## src/rtl/core/i2c_seq_pkg.sv

```systemverilog
// ----------------------------------------------------------------------------
// I2C transfer sequencer package
// Shared types, codes and constants for the interrupt-driven I2C transfer
// sequencer and its result queue.
// ----------------------------------------------------------------------------
package i2c_seq_pkg;

  // Default width of the byte counter
  localparam int unsigned CountWidthDef = 16;

  // Result queue depth (power of two, at least 4)
  localparam int unsigned ResQDepth = 4;

  // Interrupt enable bit positions
  localparam int unsigned EnEvt = 0;
  localparam int unsigned EnBuf = 1;
  localparam int unsigned EnErr = 2;

  // Error flag bit positions
  localparam int unsigned ErrBus  = 0;
  localparam int unsigned ErrArb  = 1;
  localparam int unsigned ErrAck  = 2;
  localparam int unsigned ErrOvr  = 3;

  typedef enum logic [1:0] {
    CMD_EVENT = 2'd0,
    CMD_ERROR = 2'd1,
    CMD_START = 2'd2
  } cmd_e;

  typedef enum logic [2:0] {
    MODE_MASTER_TX = 3'd0,
    MODE_MEM_TX    = 3'd1,
    MODE_MASTER_RX = 3'd2,
    MODE_MEM_RX    = 3'd3,
    MODE_SLAVE_TX  = 3'd4,
    MODE_SLAVE_RX  = 3'd5
  } mode_e;

  typedef enum logic [2:0] {
    ST_READY     = 3'd0,
    ST_MASTER_TX = 3'd1,
    ST_MEM_TX    = 3'd2,
    ST_MASTER_RX = 3'd3,
    ST_MEM_RX    = 3'd4,
    ST_SLAVE_TX  = 3'd5,
    ST_SLAVE_RX  = 3'd6
  } xfer_state_e;

  typedef enum logic [2:0] {
    COMP_NONE      = 3'd0,
    COMP_MASTER_TX = 3'd1,
    COMP_MEM_TX    = 3'd2,
    COMP_MASTER_RX = 3'd3,
    COMP_MEM_RX    = 3'd4,
    COMP_SLAVE_RX  = 3'd5,
    COMP_SLAVE_TX  = 3'd6,
    COMP_ERROR     = 3'd7
  } comp_e;

  // Decoded action for one transaction
  typedef enum logic [3:0] {
    ACT_IDLE,
    ACT_START,
    ACT_TX_BUF,
    ACT_TX_BTF,
    ACT_TX_DONE,
    ACT_RX_BYTE,
    ACT_RX_HOLD,
    ACT_RX_DONE,
    ACT_RX_NACK,
    ACT_RX_PAIR,
    ACT_SLV_STOP,
    ACT_SLV_BYTE,
    ACT_ERROR
  } act_e;

  typedef struct packed {
    logic [1:0]  command;
    logic        master_mode;
    logic        transmitter_mode;
    logic        buffer_flag;
    logic        byte_finished;
    logic        address_matched;
    logic        stop_seen;
    logic [3:0]  error_flags;
    logic [7:0]  data_byte;
    logic [7:0]  data_byte_second;
    logic [15:0] start_length;
    logic [2:0]  start_mode;
  } in_item_t;

  typedef struct packed {
    logic        dr_write;
    logic [7:0]  dr_value;
    logic        store_valid;
    logic [15:0] store_index;
    logic [7:0]  store_value;
    logic        stop_request;
    logic        ack_enabled;
    logic [2:0]  irq_enable_bits;
    logic [2:0]  completion;
    logic [3:0]  error_bits;
    logic [15:0] remaining_count;
    logic        last;
  } out_item_t;

  // Results handed from the sequencer core to the result queue
  typedef struct packed {
    logic      push;
    logic      two;
    out_item_t res_a;
    out_item_t res_b;
  } res_pair_t;

endpackage

```

## src/rtl/core/i2c_irq_transfer_sequencer.sv

```systemverilog
// ----------------------------------------------------------------------------
// I2C interrupt-driven transfer sequencer
// Top level: input register, sequencer core and result queue.
// ----------------------------------------------------------------------------
// The block takes one transaction (start, event or error snapshot) per cycle
// while the result queue has room. A transaction lands in an input register,
// is evaluated by combinational logic against the transfer state, and its one
// or two results are written into a four-entry result queue, so the first
// result passes the input register and a queue entry before it is presented
// on the output. The input side keeps taking one transaction per cycle as long
// as the queue has room for two results; a two-byte master read or a slave ack
// failure with an error report yields two results, which leave on the output
// channel one after the other. The result queue and the output handshake set
// the sustained rate.
module i2c_irq_transfer_sequencer #(
  parameter int unsigned CountWidth = i2c_seq_pkg::CountWidthDef
) (
  input  logic                   clk_i,
  input  logic                   rst_ni,
  input  logic                   in_valid_i,
  output logic                   in_ready_o,
  input  i2c_seq_pkg::in_item_t  in_item_i,
  output logic                   out_valid_o,
  input  logic                   out_ready_i,
  output i2c_seq_pkg::out_item_t out_item_o
);
  import i2c_seq_pkg::*;

  in_item_t  in_q;
  logic      in_vld_q, in_vld_d;
  logic      room, fire, in_acc;
  res_pair_t res;

  // Process the held transaction when the queue can take two results
  assign fire       = in_vld_q && room;
  assign in_ready_o = !in_vld_q || fire;
  assign in_acc     = in_valid_i && in_ready_o;
  assign in_vld_d   = in_acc || (in_vld_q && !fire);

  always_ff @(posedge clk_i) begin
    if (in_acc) in_q <= in_item_i;
  end

  always_ff @(posedge clk_i or negedge rst_ni) begin
    if (!rst_ni) begin
      in_vld_q <= 1'b0;
    end else begin
      in_vld_q <= in_vld_d;
    end
  end

  i2c_seq_ctrl #(
    .CountWidth(CountWidth)
  ) u_ctrl (
    .clk_i (clk_i),
    .rst_ni(rst_ni),
    .fire_i(fire),
    .item_i(in_q),
    .res_o (res)
  );

  i2c_seq_resq u_resq (
    .clk_i      (clk_i),
    .rst_ni     (rst_ni),
    .res_i      (res),
    .room_o     (room),
    .out_valid_o(out_valid_o),
    .out_ready_i(out_ready_i),
    .out_item_o (out_item_o)
  );

endmodule

```

## src/rtl/core/i2c_seq_ctrl.sv

```systemverilog
// ----------------------------------------------------------------------------
// I2C sequencer core
// Holds the transfer state and turns one registered transaction into one or
// two results with combinational logic.
// ----------------------------------------------------------------------------
module i2c_seq_ctrl #(
  parameter int unsigned CountWidth = i2c_seq_pkg::CountWidthDef
) (
  input  logic                  clk_i,
  input  logic                  rst_ni,
  input  logic                  fire_i,
  input  i2c_seq_pkg::in_item_t item_i,
  output i2c_seq_pkg::res_pair_t res_o
);
  import i2c_seq_pkg::*;

  logic [CountWidth-1:0] cnt_q, cnt_d;
  logic [15:0]           pos_q, pos_d;
  xfer_state_e           st_q, st_d;
  logic [2:0]            en_q, en_d;
  logic                  ack_q, ack_d;
  logic [3:0]            err_q, err_d;

  act_e                  act;
  cmd_e                  cmd;
  logic                  cnt_nz, cnt_gt3, cnt_eq3, cnt_eq2;
  logic [CountWidth-1:0] cnt_dec, cnt_dec2;
  logic [15:0]           pos_inc, pos_inc2;
  logic                  buf_ev, btf_ev;
  logic                  err_en, af_end;
  logic [3:0]            err_mid, err_new;
  comp_e                 comp_tx, comp_rx;
  out_item_t             base, res_a, res_b;
  logic                  two;

  assign cmd      = cmd_e'(item_i.command);
  assign cnt_nz   = |cnt_q;
  assign cnt_gt3  = cnt_q > CountWidth'(3);
  assign cnt_eq3  = cnt_q == CountWidth'(3);
  assign cnt_eq2  = cnt_q == CountWidth'(2);
  assign cnt_dec  = cnt_q - CountWidth'(1);
  assign cnt_dec2 = cnt_q - CountWidth'(2);
  assign pos_inc  = pos_q + 16'd1;
  assign pos_inc2 = pos_q + 16'd2;

  // Qualify flags with the enables
  assign buf_ev = item_i.buffer_flag && en_q[EnBuf] && !item_i.byte_finished;
  assign btf_ev = item_i.byte_finished && en_q[EnEvt];

  assign comp_tx = (st_q == ST_MEM_TX) ? COMP_MEM_TX : COMP_MASTER_TX;
  assign comp_rx = (st_q == ST_MEM_RX) ? COMP_MEM_RX : COMP_MASTER_RX;

  // Slave ack failure at count zero ends a slave transmit
  assign err_en = en_q[EnErr];
  assign af_end = item_i.error_flags[ErrAck] && err_en && !item_i.master_mode &&
                  !cnt_nz && (st_q == ST_SLAVE_TX);
  assign err_mid = err_q | {2'b00,
                            item_i.error_flags[ErrArb] && err_en,
                            item_i.error_flags[ErrBus] && err_en};
  assign err_new = err_mid | {item_i.error_flags[ErrOvr] && err_en && !af_end,
                              item_i.error_flags[ErrAck] && err_en && !af_end,
                              2'b00};

  // Decode the transaction into one action
  always_comb begin
    act = ACT_IDLE;
    unique case (cmd)
      CMD_START: begin
        if (item_i.start_mode <= MODE_SLAVE_RX) act = ACT_START;
      end
      CMD_ERROR: act = ACT_ERROR;
      CMD_EVENT: begin
        if (item_i.master_mode && item_i.transmitter_mode) begin
          if (buf_ev) begin
            act = ACT_TX_BUF;
          end else if (btf_ev) begin
            act = cnt_nz ? ACT_TX_BTF : ACT_TX_DONE;
          end
        end else if (item_i.master_mode) begin
          if (buf_ev) begin
            if (cnt_gt3) act = ACT_RX_BYTE;
            else if (cnt_eq3 || cnt_eq2) act = ACT_RX_HOLD;
            else act = ACT_RX_DONE;
          end else if (btf_ev) begin
            if (cnt_eq3) act = ACT_RX_NACK;
            else if (cnt_eq2) act = ACT_RX_PAIR;
            else if (cnt_nz) act = ACT_RX_BYTE;
          end
        end else if (item_i.address_matched && en_q[EnEvt]) begin
          act = ACT_IDLE;
        end else if (item_i.stop_seen && en_q[EnEvt]) begin
          act = ACT_SLV_STOP;
        end else if ((buf_ev || btf_ev) && cnt_nz) begin
          act = ACT_SLV_BYTE;
        end
      end
      default: act = ACT_IDLE;
    endcase
  end

  // Next state
  always_comb begin
    cnt_d = cnt_q;
    pos_d = pos_q;
    st_d  = st_q;
    en_d  = en_q;
    ack_d = ack_q;
    err_d = err_q;
    if (fire_i) begin
      unique case (act)
        ACT_START: begin
          cnt_d = CountWidth'(item_i.start_length);
          pos_d = '0;
          st_d  = xfer_state_e'(item_i.start_mode + 3'd1);
          en_d  = 3'b111;
          err_d = '0;
          if (item_i.start_mode >= MODE_MASTER_RX) ack_d = 1'b1;
        end
        ACT_TX_BUF: begin
          if (cnt_nz) begin
            cnt_d = cnt_dec;
            pos_d = pos_inc;
          end
          if (!cnt_nz || (cnt_dec == '0)) en_d[EnBuf] = 1'b0;
        end
        ACT_TX_BTF, ACT_RX_BYTE, ACT_SLV_BYTE: begin
          cnt_d = cnt_dec;
          pos_d = pos_inc;
        end
        ACT_TX_DONE: begin
          en_d = '0;
          st_d = ST_READY;
        end
        ACT_RX_HOLD: en_d[EnBuf] = 1'b0;
        ACT_RX_DONE: begin
          en_d = '0;
          st_d = ST_READY;
          if (cnt_nz) begin
            cnt_d = cnt_dec;
            pos_d = pos_inc;
          end
        end
        ACT_RX_NACK: begin
          ack_d = 1'b0;
          cnt_d = cnt_dec;
          pos_d = pos_inc;
        end
        ACT_RX_PAIR: begin
          cnt_d = cnt_dec2;
          pos_d = pos_inc2;
          en_d  = en_q & (3'b001 << EnBuf);
          st_d  = ST_READY;
        end
        ACT_SLV_STOP: begin
          en_d  = '0;
          ack_d = 1'b0;
          st_d  = ST_READY;
        end
        ACT_ERROR: begin
          err_d = err_new;
          if (af_end) begin
            en_d  = '0;
            ack_d = 1'b0;
            st_d  = ST_READY;
          end
          if (err_new != '0) st_d = ST_READY;
        end
        default: ;
      endcase
    end
  end

  // Build the results from the updated state
  always_comb begin
    base                 = '0;
    base.store_index     = pos_q;
    base.ack_enabled     = ack_d;
    base.irq_enable_bits = en_d;
    base.error_bits      = err_d;
    base.remaining_count = 16'(cnt_d);
    base.last            = 1'b1;
    base.completion      = COMP_NONE;
    res_a = base;
    res_b = base;
    two   = 1'b0;
    unique case (act)
      ACT_START: res_a.store_index = '0;
      ACT_TX_BUF: begin
        res_a.dr_write = cnt_nz;
        res_a.dr_value = cnt_nz ? item_i.data_byte : 8'd0;
      end
      ACT_TX_BTF: begin
        res_a.dr_write = 1'b1;
        res_a.dr_value = item_i.data_byte;
      end
      ACT_TX_DONE: begin
        res_a.stop_request = 1'b1;
        res_a.completion   = comp_tx;
      end
      ACT_RX_BYTE, ACT_RX_NACK: begin
        res_a.store_valid = 1'b1;
        res_a.store_value = item_i.data_byte;
      end
      ACT_RX_DONE: begin
        res_a.store_valid = cnt_nz;
        res_a.store_value = cnt_nz ? item_i.data_byte : 8'd0;
        res_a.completion  = comp_rx;
      end
      ACT_RX_PAIR: begin
        two                   = 1'b1;
        res_a.store_valid     = 1'b1;
        res_a.store_value     = item_i.data_byte;
        res_a.stop_request    = 1'b1;
        res_a.ack_enabled     = ack_q;
        res_a.irq_enable_bits = en_q;
        res_a.error_bits      = err_q;
        res_a.remaining_count = 16'(cnt_dec);
        res_a.last            = 1'b0;
        res_b.store_valid     = 1'b1;
        res_b.store_index     = pos_inc;
        res_b.store_value     = item_i.data_byte_second;
        res_b.completion      = comp_rx;
      end
      ACT_SLV_STOP: res_a.completion = COMP_SLAVE_RX;
      ACT_SLV_BYTE: begin
        if (item_i.transmitter_mode) begin
          res_a.dr_write = 1'b1;
          res_a.dr_value = item_i.data_byte;
        end else begin
          res_a.store_valid = 1'b1;
          res_a.store_value = item_i.data_byte;
        end
      end
      ACT_ERROR: begin
        if (af_end) begin
          res_a.completion = COMP_SLAVE_TX;
          res_a.error_bits = err_mid;
          if (err_new != '0) begin
            two              = 1'b1;
            res_a.last       = 1'b0;
            res_b.completion = COMP_ERROR;
          end
        end else if (err_new != '0) begin
          res_a.completion = COMP_ERROR;
        end
      end
      default: ;
    endcase
  end

  assign res_o = '{push: fire_i, two: two, res_a: res_a, res_b: res_b};

  // Hold the transfer state
  always_ff @(posedge clk_i or negedge rst_ni) begin
    if (!rst_ni) begin
      cnt_q <= '0;
      pos_q <= '0;
      st_q  <= ST_READY;
      en_q  <= '0;
      ack_q <= 1'b0;
      err_q <= '0;
    end else begin
      cnt_q <= cnt_d;
      pos_q <= pos_d;
      st_q  <= st_d;
      en_q  <= en_d;
      ack_q <= ack_d;
      err_q <= err_d;
    end
  end

endmodule

```

## src/rtl/core/i2c_seq_resq.sv

```systemverilog
// ----------------------------------------------------------------------------
// I2C sequencer result queue
// Small queue that takes one or two results per cycle and delivers one per
// cycle on the output channel while the receiver is ready.
// ----------------------------------------------------------------------------
module i2c_seq_resq (
  input  logic                   clk_i,
  input  logic                   rst_ni,
  input  i2c_seq_pkg::res_pair_t res_i,
  output logic                   room_o,
  output logic                   out_valid_o,
  input  logic                   out_ready_i,
  output i2c_seq_pkg::out_item_t out_item_o
);
  import i2c_seq_pkg::*;

  localparam int unsigned PtrW = $clog2(ResQDepth);
  localparam int unsigned CntW = $clog2(ResQDepth + 1);

  out_item_t           mem_q [ResQDepth];
  logic [PtrW-1:0]     wr_ptr_q, wr_ptr_d, rd_ptr_q, rd_ptr_d;
  logic [CntW-1:0]     cnt_q, cnt_d;
  logic                pop, push_b;

  assign push_b      = res_i.push && res_i.two;
  assign pop         = out_valid_o && out_ready_i;
  assign out_valid_o = cnt_q != '0;
  assign out_item_o  = mem_q[rd_ptr_q];
  assign room_o      = cnt_q <= CntW'(ResQDepth - 2);

  // Advance pointers and fill level
  always_comb begin
    wr_ptr_d = wr_ptr_q + PtrW'(res_i.push) + PtrW'(push_b);
    rd_ptr_d = rd_ptr_q + PtrW'(pop);
    cnt_d    = cnt_q + CntW'(res_i.push) + CntW'(push_b) - CntW'(pop);
  end

  // Write results
  always_ff @(posedge clk_i) begin
    if (res_i.push) mem_q[wr_ptr_q] <= res_i.res_a;
    if (push_b) mem_q[wr_ptr_q + PtrW'(1)] <= res_i.res_b;
  end

  always_ff @(posedge clk_i or negedge rst_ni) begin
    if (!rst_ni) begin
      wr_ptr_q <= '0;
      rd_ptr_q <= '0;
      cnt_q    <= '0;
    end else begin
      wr_ptr_q <= wr_ptr_d;
      rd_ptr_q <= rd_ptr_d;
      cnt_q    <= cnt_d;
    end
  end

endmodule

```

## config.mk

```make
export PLATFORM = sky130hd
export DESIGN_NAME = i2c_irq_transfer_sequencer
export DESIGN_NICKNAME = d
export VERILOG_FILES = /design/src/rtl/core/i2c_seq_pkg.sv /design/src/rtl/core/i2c_irq_transfer_sequencer.sv /design/src/rtl/core/i2c_seq_ctrl.sv /design/src/rtl/core/i2c_seq_resq.sv
export SDC_FILE = /design/constraint.sdc
export NUM_CORES = 1
export LEC_CHECK = 0
export BUFFER_PORTS_ARGS = -buffer_cell sky130_fd_sc_hd__buf_4
export CORE_UTILIZATION = 24
export CTS_BUF_LIST = sky130_fd_sc_hd__clkbuf_8
export DETAILED_ROUTE_END_ITERATION = 10
export MAX_ROUTING_LAYER = met4
export PLACE_DENSITY = 0.49
export SYNTH_ARGS = -nofsm -noshare
export SYNTH_HDL_FRONTEND = slang
export SYNTH_HIERARCHICAL = 1
export SYNTH_SLANG_ARGS = --single-unit
```

## constraint.sdc

```tcl
create_clock -name clk_i -period 10.2 [get_ports clk_i]
set_clock_uncertainty 0.05 [all_clocks]
set_input_delay 0 -clock clk_i [delete_from_list [all_inputs] [get_ports clk_i]]
set_output_delay 0 -clock clk_i [all_outputs]
set_load 0.01 [all_outputs]
```

# [After elaboration in Yosys (flattened, before gate mapping)]
# Memories as Yosys holds them, arrays and structs flattened.
# Cells that the tools add are included.
[op_classes] n_addsub=12 n_lt_le_gt_ge=4 eq_ne=21 muxes=68 bitwise_logic=2 reduce_logical=48
[ops] cell="16-bit one-hot mux with 4 select lines" count=2
[ops] cell="16-bit 2-to-1 mux" count=5
[ops] cell="4-bit 2-to-1 mux" count=15
[ops] cell="16-bit by 2-bit == test with 1-bit output (second input constant)" count=2
[ops] cell="3-bit 2-to-1 mux" count=10
[ops] cell="9-bit one-hot mux with 3 select lines" count=1
[ops] cell="25-bit 2-to-1 mux" count=1
[ops] cell="8-bit one-hot mux with 3 select lines" count=1
[ops] cell="1-bit logical AND" count=21
[ops] cell="4-bit == test (second input constant)" count=5
[ops] cell="16-bit by 1-bit adder with 16-bit output (second input constant)" count=1
[ops] cell="16-bit by 2-bit adder with 16-bit output (second input constant)" count=1
[ops] cell="4-bit by 3-bit == test with 1-bit output (second input constant)" count=4
[ops] cell="16-bit by 2-bit greater-than comparator with 1-bit output (second input constant)" count=1
[ops] cell="16-bit zero test" count=1
[ops] cell="1-bit 2-to-1 mux" count=16
[ops] cell="8-bit 2-to-1 mux" count=2
[ops] cell="4-bit one-hot mux with 2 select lines" count=2
[ops] cell="16-bit OR reduction" count=1
[ops] cell="16-bit by 1-bit subtractor with 16-bit output (second input constant)" count=1
[ops] cell="16-bit by 2-bit subtractor with 16-bit output (second input constant)" count=1
[ops] cell="1-bit one-hot mux with 3 select lines" count=4
[ops] cell="3-bit one-hot mux with 4 select lines" count=1
[ops] cell="4-bit one-hot mux with 3 select lines" count=1
[ops] cell="other kinds (33)" count=55
[totals] ff_bits=98 mem_bits_rw=252 in_bits=51 wordCells=178 memories=1
[memory_table] memory="u_resq.mem_q" depth=4 width=63 rd=1 rd_ports_with_merged_regs=0 wr=2 line="i2c_seq_resq.sv:20" text="out_item_t mem_q [ResQDepth];"

# [Longest topological paths before layout]
[depth] depth_word=15 ltp_mapped=20 depth_no_buf=14

# [Hierarchy]
# Netlist, hierarchy kept.
[modules_own_cells] module="i2c_seq_resq" instances=1 cells_per_inst=651 area_each_um2=13173.9 seq_area_each_um2=7742.4
[modules_own_cells] module="i2c_seq_ctrl" instances=1 cells_per_inst=636 area_each_um2=4774.6 seq_area_each_um2=1076.0
[modules_own_cells] module="i2c_irq_transfer_sequencer" instances=1 cells_per_inst=52 area_each_um2=1471.4 seq_area_each_um2=1436.4

# [Worst setup path before layout]
# OpenSTA, ideal clock, no wires.
[synth_path] path_type="flip-flop to flip-flop" startpoint="reg u_ctrl.cnt_q[5]" endpoint="mem u_resq/mem_q[2][0] (netlist name) (enable)" setup_ps=581 t_arrival_ps=7470 required_ps=9569 slack_ps=2100 path_stages_with_launch=16 period_less_slack_ps=8100 cell_sequence="dfrtp_1 -> buf_6 -> nor3_4 -> nand4_4 -> or4_1 -> buf_2 -> or2_1 -> buf_2 -> inv_2 -> buf_2 -> a31oi_1 -> inv_1 -> buf_4 -> buf_2 -> nand3b_1 -> a21boi_0"
[synth_lines] item="start, declared" line="i2c_seq_ctrl.sv:17" text="logic [CountWidth-1:0] cnt_q, cnt_d;"
[synth_lines] item="start signal, assigned" line="i2c_seq_ctrl.sv:263" text="cnt_q <= cnt_d;"
[synth_lines] item="end, declared" line="i2c_seq_resq.sv:20"

==> qor.txt <==
DRT iter0 DRCs: 745
DRC: 0
Post-CTS setup buffer count: 0
Max_cap viols: 0
Total die area: 82060 sq um
Ys async rst share: 14.57%
Top FF cell, synth: edfxtp_1
Yosys reg bits: 350
Die W: 286.5 um
Final slew viol count: 0
Relative slew slack: 20.94%
Synth area leader: edfxtp_1
Final non-filler cell total: 2636
CP startpoint: u_ctrl/cnt_q[1]
Top post-synthesis cells by count: 299 x edfxtp_1, 120 x mux2_4, 75 x mux2_2
Core area: 79520 sq um
Sequential fraction of the synthesis area: 52.81%
Post-place setup slack: 4.592 ns
# setup viols final: 0
Total Neg Setup Slack: 0 ns
Routed wire length: 54.94 mm
Area growth, synth to finish: 19.01%
CTS tree: done
VDD IR-drop max: 0.0001184 V
Worst reg2reg setup slack: 4.47 ns
Cts bufs inserted: 61
Crit. End Element: flip-flop
Row count: 103
Yosys warning count: 6
Area contributors post-synth: edfxtp_1 46%, mux2_4 9.3%, mux4_2 7.3%
Vias per Instance: 4.654
Hold_ws: 0.02658 ns
DRT Pass-1 Iters: 5
DP HPWL: 33.97 mm
Antenna cells: 0
CP arrival: 6.07 ns
Reg-to-reg startpoint: u_ctrl/cnt_q[1]
EDFF count, synth: 299
DR vias: 12267
Capturing point of the worst reg2reg path: u_resq/mem_q[2][15]
Fin. Hold Viols: 0
RSZ-0062 raised after global routing: false
Initial Util: 24.42%
Crit share post-route: 56.17%
Largest net degree at the start of global routing: 64
ANT nets after route: 0
CTS resizes: 0
Max Fanout on Critical Path: 34
Vias in the first global route: 12939
Leakage Power: 8.747 nW
Hold Crit Start: in_valid_i
Final net count: 1603
Final min period: 5.729 ns
Setup ws final: 4.471 ns
PwrDens: 255.1 nW/um^2
First-pass GRT wire length: 82.14 mm
Area of the multi-input gates: 8374 sq um
Tightest Pin Transition: 1.186 ns
Top cell type's share of synthesized area: 46.23%
Avg Synthesized Cell Area: 14.50 sq um
R2R depth: 12
WP data required: 10.54 ns
Initial antenna violation count: 0
Port Buf Inserts: 115
Fillers: 8098
Cell Count Post-Placement: 2424
CP Class: reg2reg
Clock Latency Late Sink: 0.71 ns
Routed WL per cell: 20.84 um
Startpoint types: flip-flop
Library cells used by synthesis: 92
H-tree Lvls: 2
Top-Level Pins: 116
CTS clk-pin slew, worst paths: 0.07 ns
Util after Layout: 29.06%
Hold-fix buffers at CTS: 98
Max clock buf depth: 3
F_max: 0.1745 GHz
Total track usage: 13.72%
Share of cells above drive strength 1: 32.03%
Min-Delay Path Class: in2reg
Dominant cell by count in the synthesized netlist: edfxtp_1
Mapped Cells: 1339
Register area: 10260 sq um
Final GP Congestion: 0.8445
Hold path endpoint: in_vld_q
Clock Tree Root: clkbuf_8
Mapped Area: 19420 sq um
WHS Path Cells: 3
Grt ovf: 0
Clock sinks: 350
Die Y: 286.5 um
Run status: finished clean
## kinds of logic after synthesis
| kind of cell | after synthesis | share of synthesized area, % |
|---|---|---|
| AOI/OAI and AO/OA | 208 | 7.500 |
| and+or+nand+nor | 284 | 8.118 |
| buffers and inverters | 129 | 4.504 |
| xor gates and xnor gates | 29 | 1.308 |
| DFF | 350 | 52.81 |
| muxes | 320 | 24.52 |
| other | 2 | 0.03867 |
| adders and majority gates | 17 | 1.211 |
## metrics by stage
step	cell area (sq um)	total power [mW]
floorplan	19450	3.862
global placement	21030	4.741
detailed placement	21030	4.782
CTS	23110	6.021
global route	23110	6.266
finish	23110	5.895
## worst max path at each step
stage,end,slack (ns),depth (start not counted)
final,u_resq/mem_q[2][15],4.47,12
after global routing,u_resq/mem_q[2][20],4.17,12
after detailed placement,u_resq/mem_q[0][19],4.59,12
after CTS,u_resq/mem_q[0][19],4.53,12
after global placement,u_resq/mem_q[2][0],4.71,12
after floorplan,u_resq/mem_q[2][0],2.10,15
## sequential cells by signal, summed over array words and instances, names as in the netlist
register and flops:
u_resq/wr_ptr_q 2, u_ctrl/st_q 3, u_ctrl/en_q 3, in_vld_q 1, u_resq/rd_ptr_q 2, u_ctrl/err_q 4, u_ctrl/pos_q 16, u_ctrl/ack_q 1
u_ctrl/cnt_q 16, u_resq/cnt_q 3, in_q 47, u_resq/mem_q 252
## worst max-delay path: stages (launching register included)
cell and delay, ns:
dfrtp_1 0.45, inv_1 0.21, ha_1 0.36, or4b_1 0.72, nor4_4 0.58, nor2_1 0.10, o31ai_1 0.24, nand2_1 0.16
a31oi_1 0.53, inv_1 0.32, nand4b_4 0.63, buf_4 0.66, mux2_1 0.38
## cell type report
class | count | area share, %
Sequential cell | 350 | 44.39
Multi-Input combinational cell | 869 | 36.24
Timing Repair Buffer | 232 | 8.673
Tap cell | 1050 | 5.685
Clock buffer | 61 | 3.633
Clock inverter | 53 | 1.039
Inverter | 21 | 0.3411
## power breakdown
part / internal [mW] / switching (mW) / leakage [nW] / total (mW)
logic: 1.10 / 1.33 / 4.72 / 2.42
registers: 2.04 / 0.263 / 3.41 / 2.30
clock network: 0.562 / 0.609 / 0.624 / 1.17
## placed cells by master, fill, tap and decap left out, drive strengths merged, types with 5 or more instances in the layout
cell / n
a22o: 5
xor2: 13
dlygate4sd3: 97
nor2: 61
nand4: 10
a31oi: 16
edfxtp: 299
conb: 11
and2: 33
nand3: 15
clkbuf: 61
or3: 7
nor4: 6
clkinv: 29
a41oi: 7
a22oi: 6
nor3: 24
xnor2: 16
or2: 10
nand2b: 10
mux4: 63
inv: 44
a211oi: 8
nand2: 60
and3: 11
o21a: 8
o22ai: 5
buf: 135
ha: 14
o21ai: 43
o22a: 7
mux2: 255
nor3b: 6
dfrtp: 51
o31ai: 14
nor2b: 19
a21oi: 47
## layer usage
metal / global-route usage [%] / share of wire [%] / up-vias
met5: - / 0 / -
li1: - / - / 5576
met1: 17.21 / 44 / 6304
met3: 2.154 / 4.3 / 72
met2: 22.93 / 50 / 315
met4: 3.556 / 1.8 / 0
No activity file was read; power rests on OpenSTA's default activity.
